## src/qtbd_pkg.sv

```systemverilog
// ----------------------------------------------------------------------------
// qtbd_pkg
// Shared constants and helpers for the quadtree bilevel decoder.
// ----------------------------------------------------------------------------
package qtbd_pkg;

    localparam int TILE_SIZE_DEF = 64;
    localparam int MAX_TILES     = 1024;
    localparam int PATH_SLOTS    = 8;

    localparam int TILE_IDX_W = 10;
    localparam int CFG_DATA_W = 11;
    localparam int CFG_IDX_W  = 2;
    localparam int CLAMP_W    = 13;
    localparam int PIX_W      = 16;
    localparam int SIZE_W     = 3;
    localparam int CORNER_W   = 32;

    localparam logic [CFG_IDX_W-1:0] REG_TILES_ACROSS = CFG_IDX_W'(0);
    localparam logic [CFG_IDX_W-1:0] REG_TILES_DOWN   = CFG_IDX_W'(1);

    localparam logic [1:0] QUAD_LAST = 2'd3;

    // Smallest k with 2^k >= tile size, capped at the path depth.
    function automatic int tile_log(input int tile_size);
        int k;
        k = 0;
        while (k < PATH_SLOTS && (1 << k) < tile_size) begin
            k = k + 1;
        end
        return k;
    endfunction

    function automatic logic [CFG_DATA_W-1:0] clamp_tiles(input logic [CFG_DATA_W-1:0] v);
        logic [CFG_DATA_W-1:0] r;
        r = v;
        if (v == '0) begin
            r = CFG_DATA_W'(1);
        end else if (CLAMP_W'(v) > CLAMP_W'(MAX_TILES)) begin
            r = CFG_DATA_W'(MAX_TILES);
        end
        return r;
    endfunction

endpackage

```

## src/quadtree_bilevel_decoder_unit.sv

```systemverilog
// ----------------------------------------------------------------------------
// quadtree_bilevel_decoder_unit
// Decodes a quadtree bilevel bitstream, one bit per item, into fill commands.
//
//   channel | direction | handshake          | payload
//   s_      | in        | s_valid / s_ready  | stream_bit, frame_start
//   m_      | out       | m_valid / m_ready  | pixel_col, pixel_row, size_log,
//           |           |                    | fill_color, image_done
//   cfg_    | in        | cfg_wr_en          | cfg_index, cfg_data
//
// One item per cycle while s_ready is high; each fill command is registered.
// Tree position and tile counters update in the cycle an item is accepted.
// The result register holds a command until taken; s_ready stays high while
// that register is empty or being drained in the same cycle.
// Synchronous active-low reset clears tree state, counters and m_valid.
// ----------------------------------------------------------------------------
module quadtree_bilevel_decoder_unit
    import qtbd_pkg::*;
#(
    parameter int TILE_SIZE = TILE_SIZE_DEF
) (
    input  logic                  aclk,
    input  logic                  aresetn,

    input  logic                  cfg_wr_en,
    input  logic [CFG_IDX_W-1:0]  cfg_index,
    input  logic [CFG_DATA_W-1:0] cfg_data,

    input  logic                  s_valid,
    output logic                  s_ready,
    input  logic                  s_stream_bit,
    input  logic                  s_frame_start,

    output logic                  m_valid,
    input  logic                  m_ready,
    output logic [PIX_W-1:0]      m_pixel_col,
    output logic [PIX_W-1:0]      m_pixel_row,
    output logic [SIZE_W-1:0]     m_size_log,
    output logic                  m_fill_color,
    output logic                  m_image_done
);

    localparam int TLOG  = tile_log(TILE_SIZE);
    localparam int LVL_W = $clog2(TLOG + 1);
    localparam logic [LVL_W-1:0] LVL_MAX = LVL_W'(TLOG);

    logic [CFG_DATA_W-1:0] tiles_across_reg;
    logic [CFG_DATA_W-1:0] tiles_down_reg;

    logic [LVL_W-1:0]      level_reg,   level_next;
    logic [1:0]            path_reg    [TLOG];
    logic [1:0]            path_next   [TLOG];
    logic                  expect_reg,  expect_next;
    logic [TILE_IDX_W-1:0] tile_col_reg, tile_col_next;
    logic [TILE_IDX_W-1:0] tile_row_reg, tile_row_next;
    logic                  finished_reg, finished_next;

    logic                  m_valid_reg;
    logic [PIX_W-1:0]      pixel_col_reg,  pixel_col_next;
    logic [PIX_W-1:0]      pixel_row_reg,  pixel_row_next;
    logic [SIZE_W-1:0]     size_log_reg,   size_log_next;
    logic                  fill_color_reg;
    logic                  image_done_reg, image_done_next;

    logic                  emit;
    logic                  accept;

    logic [LVL_W-1:0]      cur_level;
    logic [1:0]            cur_path [TLOG];
    logic                  cur_expect;
    logic [TILE_IDX_W-1:0] cur_tcol;
    logic [TILE_IDX_W-1:0] cur_trow;
    logic                  cur_fin;

    logic [LVL_W-1:0]      lvl;
    logic [TLOG-1:0]       col_off;
    logic [TLOG-1:0]       row_off;
    logic [CORNER_W-1:0]   col_full;
    logic [CORNER_W-1:0]   row_full;
    logic                  up_found;
    logic [LVL_W-1:0]      up_idx;
    logic [CFG_DATA_W-1:0] across;
    logic [CFG_DATA_W-1:0] down;
    logic [LVL_W:0]        slog_wide;

    assign accept  = s_valid && s_ready;
    assign s_ready = !m_valid_reg || m_ready;
    assign across  = clamp_tiles(tiles_across_reg);
    assign down    = clamp_tiles(tiles_down_reg);

    // restart before use when frame_start is set
    always_comb begin
        if (s_frame_start) begin
            cur_level  = '0;
            cur_expect = 1'b0;
            cur_tcol   = '0;
            cur_trow   = '0;
            cur_fin    = 1'b0;
            for (int i = 0; i < TLOG; i++) begin
                cur_path[i] = 2'd0;
            end
        end else begin
            cur_level  = level_reg;
            cur_expect = expect_reg;
            cur_tcol   = tile_col_reg;
            cur_trow   = tile_row_reg;
            cur_fin    = finished_reg;
            for (int i = 0; i < TLOG; i++) begin
                cur_path[i] = path_reg[i];
            end
        end
    end

    assign lvl       = (cur_level > LVL_MAX) ? LVL_MAX : cur_level;
    assign slog_wide = (LVL_W + 1)'(LVL_MAX) - (LVL_W + 1)'(lvl);

    always_comb begin
        for (int i = 0; i < TLOG; i++) begin
            col_off[TLOG-1-i] = (LVL_W'(i) < lvl) && cur_path[i][0];
            row_off[TLOG-1-i] = (LVL_W'(i) < lvl) && cur_path[i][1];
        end
    end

    assign col_full = CORNER_W'(cur_tcol) * CORNER_W'(TILE_SIZE) + CORNER_W'(col_off);
    assign row_full = CORNER_W'(cur_trow) * CORNER_W'(TILE_SIZE) + CORNER_W'(row_off);

    // deepest level on the path that still has a sibling to visit
    always_comb begin
        up_found = 1'b0;
        up_idx   = '0;
        for (int i = 0; i < TLOG; i++) begin
            if ((LVL_W'(i) < lvl) && (cur_path[i] != QUAD_LAST)) begin
                up_found = 1'b1;
                up_idx   = LVL_W'(i);
            end
        end
    end

    always_comb begin
        level_next      = cur_level;
        expect_next     = cur_expect;
        tile_col_next   = cur_tcol;
        tile_row_next   = cur_trow;
        finished_next   = cur_fin;
        image_done_next = 1'b0;
        emit            = 1'b0;
        for (int i = 0; i < TLOG; i++) begin
            path_next[i] = cur_path[i];
        end

        if (!cur_fin) begin
            if (!cur_expect && (lvl != LVL_MAX)) begin
                if (s_stream_bit) begin
                    expect_next = 1'b1;
                end else begin
                    for (int i = 0; i < TLOG; i++) begin
                        if (LVL_W'(i) == lvl) begin
                            path_next[i] = 2'd0;
                        end
                    end
                    level_next = lvl + LVL_W'(1);
                end
            end else begin
                emit        = 1'b1;
                expect_next = 1'b0;
                if (up_found) begin
                    for (int i = 0; i < TLOG; i++) begin
                        if (LVL_W'(i) == up_idx) begin
                            path_next[i] = cur_path[i] + 2'd1;
                        end
                    end
                    level_next = up_idx + LVL_W'(1);
                end else begin
                    level_next = '0;
                    for (int i = 0; i < TLOG; i++) begin
                        path_next[i] = 2'd0;
                    end
                    if ((CFG_DATA_W'(cur_tcol) + CFG_DATA_W'(1)) >= across) begin
                        tile_col_next = '0;
                        if ((CFG_DATA_W'(cur_trow) + CFG_DATA_W'(1)) >= down) begin
                            finished_next   = 1'b1;
                            image_done_next = 1'b1;
                            tile_row_next   = '0;
                        end else begin
                            tile_row_next = cur_trow + TILE_IDX_W'(1);
                        end
                    end else begin
                        tile_col_next = cur_tcol + TILE_IDX_W'(1);
                    end
                end
            end
        end
    end

    assign pixel_col_next = col_full[PIX_W-1:0];
    assign pixel_row_next = row_full[PIX_W-1:0];
    assign size_log_next  = slog_wide[SIZE_W-1:0];

    always_ff @(posedge aclk) begin
        if (!aresetn) begin
            tiles_across_reg <= CFG_DATA_W'(1);
            tiles_down_reg   <= CFG_DATA_W'(1);
        end else if (cfg_wr_en) begin
            unique case (cfg_index)
                REG_TILES_ACROSS: tiles_across_reg <= cfg_data;
                REG_TILES_DOWN:   tiles_down_reg   <= cfg_data;
                default: ;
            endcase
        end
    end

    always_ff @(posedge aclk) begin
        if (!aresetn) begin
            level_reg    <= '0;
            expect_reg   <= 1'b0;
            tile_col_reg <= '0;
            tile_row_reg <= '0;
            finished_reg <= 1'b0;
            for (int i = 0; i < TLOG; i++) begin
                path_reg[i] <= 2'd0;
            end
        end else if (accept) begin
            level_reg    <= level_next;
            expect_reg   <= expect_next;
            tile_col_reg <= tile_col_next;
            tile_row_reg <= tile_row_next;
            finished_reg <= finished_next;
            for (int i = 0; i < TLOG; i++) begin
                path_reg[i] <= path_next[i];
            end
        end
    end

    always_ff @(posedge aclk) begin
        if (!aresetn) begin
            m_valid_reg <= 1'b0;
        end else if (accept && emit) begin
            m_valid_reg <= 1'b1;
        end else if (m_ready) begin
            m_valid_reg <= 1'b0;
        end
    end

    always_ff @(posedge aclk) begin
        if (accept && emit) begin
            pixel_col_reg  <= pixel_col_next;
            pixel_row_reg  <= pixel_row_next;
            size_log_reg   <= size_log_next;
            fill_color_reg <= s_stream_bit;
            image_done_reg <= image_done_next;
        end
    end

    assign m_valid      = m_valid_reg;
    assign m_pixel_col  = pixel_col_reg;
    assign m_pixel_row  = pixel_row_reg;
    assign m_size_log   = size_log_reg;
    assign m_fill_color = fill_color_reg;
    assign m_image_done = image_done_reg;

endmodule
```

## config.mk

```make
export PLATFORM = sky130hd
export DESIGN_NAME = quadtree_bilevel_decoder_unit
export DESIGN_NICKNAME = d
export VERILOG_FILES = /design/src/qtbd_pkg.sv /design/src/quadtree_bilevel_decoder_unit.sv
export SDC_FILE = /design/constraint.sdc
export NUM_CORES = 1
export LEC_CHECK = 0
export ABC_CLOCK_PERIOD_IN_PS = 5170
export BUFFER_PORTS_ARGS = -buffer_cell sky130_fd_sc_hd__buf_2
export CORE_MARGIN = 5
export CORE_UTILIZATION = 43
export DETAILED_ROUTE_END_ITERATION = 10
export PLACE_DENSITY_LB_ADDON = 0.08
export SETUP_SLACK_MARGIN = 0.15
export SLEW_MARGIN = 20
export SYNTH_ARGS = -nofsm -noshare
export SYNTH_HDL_FRONTEND = slang
export SYNTH_SLANG_ARGS = --single-unit
```

## constraint.sdc

```tcl
create_clock -name aclk -period 5.17 [get_ports aclk]
set_input_delay 0.7755 -clock aclk [delete_from_list [all_inputs] [get_ports aclk]]
set_output_delay 0.7755 -clock aclk [all_outputs]
set_load 0.05 [all_outputs]
```

After elaboration in Yosys (flattened, before gate mapping)
Memory sizes are Yosys's and may differ from the RTL's.
Index checks and enable logic that the tools add are counted.
W data, S select, Z words.
{"block": "classes", "add_sub_neg": 15, "n_lt_le_gt_ge": 11, "eq_ne": 18, "n_mux": 73, "bitwise_logic": 6, "n_reduce_logical": 32}
{"operator": "$mux W10", "n": 11}
{"operator": "$mux W12", "n": 5}
{"operator": "$mux W11", "n": 4}
{"operator": "$mux W2", "n": 18}
{"operator": "$add A16 B6 Y16", "n": 2}
{"operator": "$mux W3", "n": 10}
{"operator": "$mux W1", "n": 25}
{"operator": "$add A10 B1 Y11 const B", "n": 2}
{"operator": "$ge A11 B11 Y1", "n": 2}
{"operator": "$gt A11 B11 Y1 const B", "n": 2}
{"operator": "$logic_not A11 Y1", "n": 2}
{"operator": "$logic_and A1 B1 Y1", "n": 21}
{"operator": "$add A10 B1 Y10 const B", "n": 2}
{"operator": "$add A2 B1 Y2 const B", "n": 6}
{"operator": "$eq A2 B3 Y1 const A", "n": 4}
{"operator": "$eq A3 B3 Y1 const A", "n": 4}
{"operator": "$ne A2 B2 Y1 const B", "n": 6}
{"operator": "$add A3 B1 Y3 const B", "n": 2}
{"operator": "$eq A1 B3 Y1 const A", "n": 2}
{"operator": "$logic_not A3 Y1", "n": 2}
{"operator": "$lt A1 B3 Y1 const A", "n": 2}
{"operator": "$lt A2 B3 Y1 const A", "n": 2}
{"operator": "$lt A3 B3 Y1 const A", "n": 2}
{"operator": "$or A1 B1 Y1", "n": 6}
{"operator": "other kinds (9)", "n": 11}
{"block": "word_totals", "reg_bits": 85, "ram_bits": 12, "in_bits": 20, "out_inout_bits": 39, "elab_cells": 169, "memories": 1}
{"name": "path_reg", "words": 6, "width": 2, "read_ports": 6, "rd_clocked_by_memory_dff": 0, "wr": 6, "line": "quadtree_bilevel_decoder_unit.sv:51", "rtl": "logic [1:0] path_reg [TLOG];"}

Logic depth before layout (Yosys ltp)
{"block": "depth", "ltp_word": 16, "ltp_mapped": 18, "ltp_nobuf": 14}

Worst setup path after synthesis
No wires, ideal clock.
{"block": "synth_timing", "kind": "input port to flip-flop", "startpoint": "in s_frame_start", "endpoint": "reg tile_row_reg[5]", "setup_ns": 0.115, "arrival_time_ns": 4.112, "t_required_ns": 5.055, "path_slack_ns": 0.942, "stages": 17, "n_path_buf": 4, "path_cell_list": "buf_2 -> buf_1 -> clkbuf_1 -> nor2b_1 -> ha_1 -> nand4_1 -> nor3b_1 -> and3_1 -> xor2_1 -> ha_1 -> a2111oi_2 -> o21ai_1 -> a221o_1 -> and3b_1 -> buf_6 -> a41o_1 -> a31o_1"}
{"block": "synth_via", "elab_chain_len": 14, "word_cells_on_any_way": 45, "cone_classes": "3 x add/sub; 9 x order compare; 7 x eq/ne; 18 x mux; 8 x reduce/logical"}
{"element": "from (decl)", "line": "quadtree_bilevel_decoder_unit.sv:32", "rtl": "input logic s_frame_start,"}
{"element": "$mux W3", "line": "quadtree_bilevel_decoder_unit.sv:93", "rtl": "if (s_frame_start) begin"}
{"element": "$gt A3 B3 Y1", "line": "quadtree_bilevel_decoder_unit.sv:114", "rtl": "assign lvl = (cur_level > LVL_MAX) ? LVL_MAX : cur_level;"}
{"element": "$mux W3", "line": "quadtree_bilevel_decoder_unit.sv:114"}
{"element": "$lt A1 B3 Y1", "line": "quadtree_bilevel_decoder_unit.sv:132", "rtl": "if ((LVL_W'(i) < lvl) && (cur_path[i] != QUAD_LAST)) begin"}
{"element": "$logic_and A1 B1 Y1", "line": "quadtree_bilevel_decoder_unit.sv:132"}
{"element": "$mux W1 (6 in series)", "line": "quadtree_bilevel_decoder_unit.sv:132"}
{"element": "$mux W10", "line": "quadtree_bilevel_decoder_unit.sv:166", "rtl": "if (up_found) begin"}
{"element": "$mux W10", "line": "quadtree_bilevel_decoder_unit.sv:152", "rtl": "if (!cur_expect && (lvl != LVL_MAX)) begin"}
{"element": "$mux W10 (*)", "line": "quadtree_bilevel_decoder_unit.sv:151", "rtl": "if (!cur_fin) begin"}
{"element": "to (signal assigned)", "line": "quadtree_bilevel_decoder_unit.sv:226", "rtl": "tile_row_reg <= tile_row_next;"}
{"element": "to (decl)", "line": "quadtree_bilevel_decoder_unit.sv:55", "rtl": "logic [TILE_IDX_W-1:0] tile_row_reg, tile_row_next;"}
Every way passes the cells marked *; elsewhere a longest branch is shown, timed or not.
A chain may end at the register's enable or synchronous reset.

Worst setup path after layout
Same ends and word-level chain as after synthesis.

==> tab_implementation.tex <==
\begin{tabular}{lr}
\hline
Metric & Value \\
\hline
\multicolumn{2}{l}{\textbf{Outcome}} \\
\quad Status & finished clean \\
\multicolumn{2}{l}{\textbf{Detailed routing}} \\
\quad Mean routed wirelength per cell & about 17 um \\
\quad DRT antenna net count & 0 \\
\quad Post-detailed-route DRC marker count & 0 \\
\quad Vias & just under 5,000 \\
\quad TritonRoute pass-1 iters & 4 \\
\quad Post-detailed-routing wire length & roughly 15 mm \\
\quad Iteration-0 DRC Markers & around 270 \\
\quad Number of vias per cell & around 5.7 \\
\multicolumn{2}{l}{\textbf{Floorplanning}} \\
\quad Number of top-level design ports & 59 \\
\quad Die height & 126 um \\
\quad Initial Utilization & 0.436 \\
\quad Floorplan core area & roughly 13,000 sq um \\
\quad Die extent in x & about 130 um \\
\quad Rows & 42 \\
\quad Full die area & about 16,000 sq um \\
\multicolumn{2}{l}{\textbf{Clock tree}} \\
\quad Clock tree from TritonCTS & built \\
\quad Resized cells post-CTS & 0 \\
\quad Clock insertion delay at the later pin of the skew report & $\sim$350 ps \\
\quad Sinks on the clock net & just under 100 \\
\quad Clock transition time at the flip-flop clock pins of the worst setup and hold paths & roughly 60 ps \\
\quad Number of CTS-inserted buffers & 9 \\
\quad Maximum level of the CTS H-tree & 3 \\
\quad Number of buffers inserted to repair setup after CTS & 0 \\
\quad Clk Tree Root Cell & sky130\_fd\_sc\_hd\_\_clkbuf\_16 \\
\quad Count of hold-fix buffers inserted at cts & 0 \\
\quad Buffers from clock root to sink, at most & 2 \\
\multicolumn{2}{l}{\textbf{Critical path}} \\
\quad Critical Path Fanout Max & 28 \\
\quad CP startpoint kind & input port \\
\quad Data arrival time of the worst path & between 4000 and 5000 ps \\
\quad Crit-path leading delay family & simple AND/OR/NAND/NOR gates \\
\quad Critical path buffer and inverter count & 1 \\
\quad Critical Path Most Common Cell & sky130\_fd\_sc\_hd\_\_ha\_1 \\
\quad List of cells traversed by the critical path & buf\_2 > nor2b\_1 > ha\_1 > nand4\_1 > nor3b\_1 > and3\_1 > xor2\_1 > ha\_1 > a2111oi\_2 > o21ai\_1 > a221o\_1 > and3b\_1 > a41o\_1 > a31o\_1 \\
\quad Biggest cell delay along the critical path & roughly 450 ps \\
\quad Cell with the largest stage delay on the worst path & sky130\_fd\_sc\_hd\_\_nor3b\_1 \\
\quad Type of element capturing the critical path & flop \\
\quad Required time worst endpoint & 5420 ps \\
\quad Critical path class & in2reg \\
\multicolumn{2}{l}{\textbf{STA}} \\
\quad Unrepaired setup endpoints after global routing & no \\
\quad Total Negative Setup Slacks & 0 ps \\
\quad Fin. max-slew vios & 0 \\
\quad Final Hold Fails & 0 \\
\quad Least-Margin Pin Slew & approximately 1100 ps \\
\quad Number of endpoints failing setup at the final stage & 0 \\
\quad Maximum operating frequency & approximately 0.24 GHz \\
\quad Period utilisation layout & 0.814 \\
\quad Worst slew slack as a fraction of its limit & 0.284 \\
\quad Maximum clock skew at final layout & about 6.4 ps \\
\quad Final worst hold slack & between 500 and 600 ps \\
\quad Post-layout min period & $\sim$4200 ps \\
\multicolumn{2}{l}{\textbf{Synthesis}} \\
\quad Yosys warning count & 0 \\
\quad Commonest register cell after synthesis & sky130\_fd\_sc\_hd\_\_edfxtp\_1 \\
\quad Post-Synthesis Net Count & between 600 and 700 \\
\quad Number of standard cells after synthesis & between 600 and 700 \\
\quad Proportion of synthesized chip area in sequential cells & 0.423 \\
\quad Flop and latch count out of synthesis & 97 \\
\quad Most area-consuming cells after synthesis & sky130\_fd\_sc\_hd\_\_edfxtp\_1, sky130\_fd\_sc\_hd\_\_dfxtp\_1, sky130\_fd\_sc\_hd\_\_ha\_1 \\
\quad Largest area contributor in the synthesized netlist & sky130\_fd\_sc\_hd\_\_edfxtp\_1 \\
\quad Number of library cell types mapped by synthesis & about 70 \\
\quad Async set or reset register ratio after synthesis & 0 \\
\quad Area share of the largest cell type after synthesis & 0.256 \\
\quad Number of enable flip-flop cells after synthesis & roughly 50 \\
\quad Syn Area/Cell & 9.31 sq um \\
\quad Post-synthesis instance area & between 5000 and 6000 sq um \\
\multicolumn{2}{l}{\textbf{Global routing}} \\
\quad Gr ovfl total & 0 \\
\quad Global-route wire length before repair & $\sim$24 mm \\
\quad Largest net degree at the start of global routing & 38 \\
\quad Vias in the first global route & $\sim$4,600 \\
\quad Total GRT Usage & 0.184 \\
\quad Initial antenna violation count & 0 \\
\multicolumn{2}{l}{\textbf{Power}} \\
\quad Power, Total & approximately 1.8 mW \\
\quad Leakage & between 2 and 3 nW \\
\quad P per Cell Area & 271 nW/um\^{}2 \\
\quad Max rail drop VDD & $\sim$0.15 mV \\
\multicolumn{2}{l}{\textbf{Finish}} \\
\quad Antenna cells & 0 \\
\quad Area added between synthesis and finish & 12.8\% \\
\quad Share of final-layout standard cells stronger than drive strength 1 & 0.142 \\
\quad Total number of nets in the final design & 724 \\
\multicolumn{2}{l}{\textbf{Min path}} \\
\quad Class of the worst hold path & reg2reg \\
\multicolumn{2}{l}{\textbf{Placed design}} \\
\quad IO buf count & slightly below 60 \\
\quad Last weighted congestion value of the routability-driven placer & just under 0.9 \\
\quad Hpwl dp & between 10 and 15 mm \\
\multicolumn{2}{l}{\textbf{Flow run}} \\
\quad Max-cap violations & 0 \\
\hline
\end{tabular}
## tightest hold or removal path, delay by kind of cell (launching register included)
kind             cells  cell delay [ps]
flip-flops           1              330
AO/OA/AOI/OAI        1               70
AND/OR/NAND/NOR      1               60
## routing by layer
metal	wire (um)	global-route usage
met1	6810	0.250
met5	0	0
met2	6810	0.292
met4	312	0.0784
met3	642	0.0301
## cell families after synthesis
logic type / Yosys count / share of synthesized area
buffers and inverters: 51 / 0.0396
multiplexers: 22 / 0.0385
AO/OA/AOI/OAI: 125 / 0.150
XOR/XNOR: 19 / 0.0289
adder cells (fa/ha/maj): 39 / 0.0849
flip-flops: 97 / 0.423
AND/OR/NAND/NOR: 265 / 0.235
## cells in the final DEF, fill, tap and decap left out, types with 23 or more instances in the layout
| cell | instances |
|---|---|
| sky130_fd_sc_hd__nand3_1 | 23 |
| sky130_fd_sc_hd__ha_1 | 39 |
| sky130_fd_sc_hd__nor2_1 | 54 |
| sky130_fd_sc_hd__buf_2 | 58 |
| sky130_fd_sc_hd__edfxtp_1 | 49 |
| sky130_fd_sc_hd__dfxtp_1 | 48 |
| sky130_fd_sc_hd__nor2b_1 | 41 |
| sky130_fd_sc_hd__o21ai_0 | 23 |
| sky130_fd_sc_hd__a21oi_1 | 34 |
| sky130_fd_sc_hd__nand2_1 | 78 |
## worst paths after layout
path / startpoint / to / slack (ps) / cells past startpoint
min: tile_row_reg[1] / tile_row_reg[1] / 510 / 2
max reg2reg: tile_col_reg[0] / tile_row_reg[5] / 1310 / 13
min reg2reg: tile_row_reg[1] / tile_row_reg[1] / 510 / 2
max: s_frame_start / tile_row_reg[5] / 960 / 14
## power by group
| group | switching, mW | internal (mW) |
|---|---|---|
| registers | 0.0178 | 0.825 |
| logic | 0.137 | 0.0700 |
| clock network | 0.292 | 0.419 |
## cell usage after synthesis, drive strengths merged, types with 3 or more instances
cell,n
a41o,3
dfxtp,48
nand3b,3
and3,6
xor2,9
nand2b,4
nand3,23
a31oi,6
o31ai,3
a22oi,3
clkbuf,17
ha,39
and2,10
inv,21
nor3,8
a32oi,4
a21oi,35
edfxtp,49
a32o,3
nand2,78
nor2,54
or2,3
nor3b,5
o211ai,8
a21o,3
nor2b,41
o22ai,5
buf,12
o21ai,26
a2111oi,3
mux2i,21
nand4,8
o21a,4
and4,5
nor4,9
xnor2,10
## final cells by class
cell class / count / area [sq um]
clock inverter: 7 / 85.1
sequential: 97 / 2430
inverter: 22 / 85.1
tap: 176 / 220
multi-input combinational: 470 / 3100
timing repair buffer: 65 / 343
clock buffer: 9 / 225
fill: 1255 / 6700
## metrics by stage
step | utilization | instances | cell area, sq um | worst slack [ps]
5_1_grt | 0.492 | 846 | 6490 | 746
4_1_cts | 0.492 | 846 | 6490 | 1000
6_report | 0.492 | 846 | 6490 | 959
2_1_floorplan | - | 618 | 5750 | 942
3_5_place_dp | 0.468 | 830 | 6180 | 701
3_3_place_gp | 0.468 | 830 | 6180 | 822
Power figures use the tool's default switching activity.
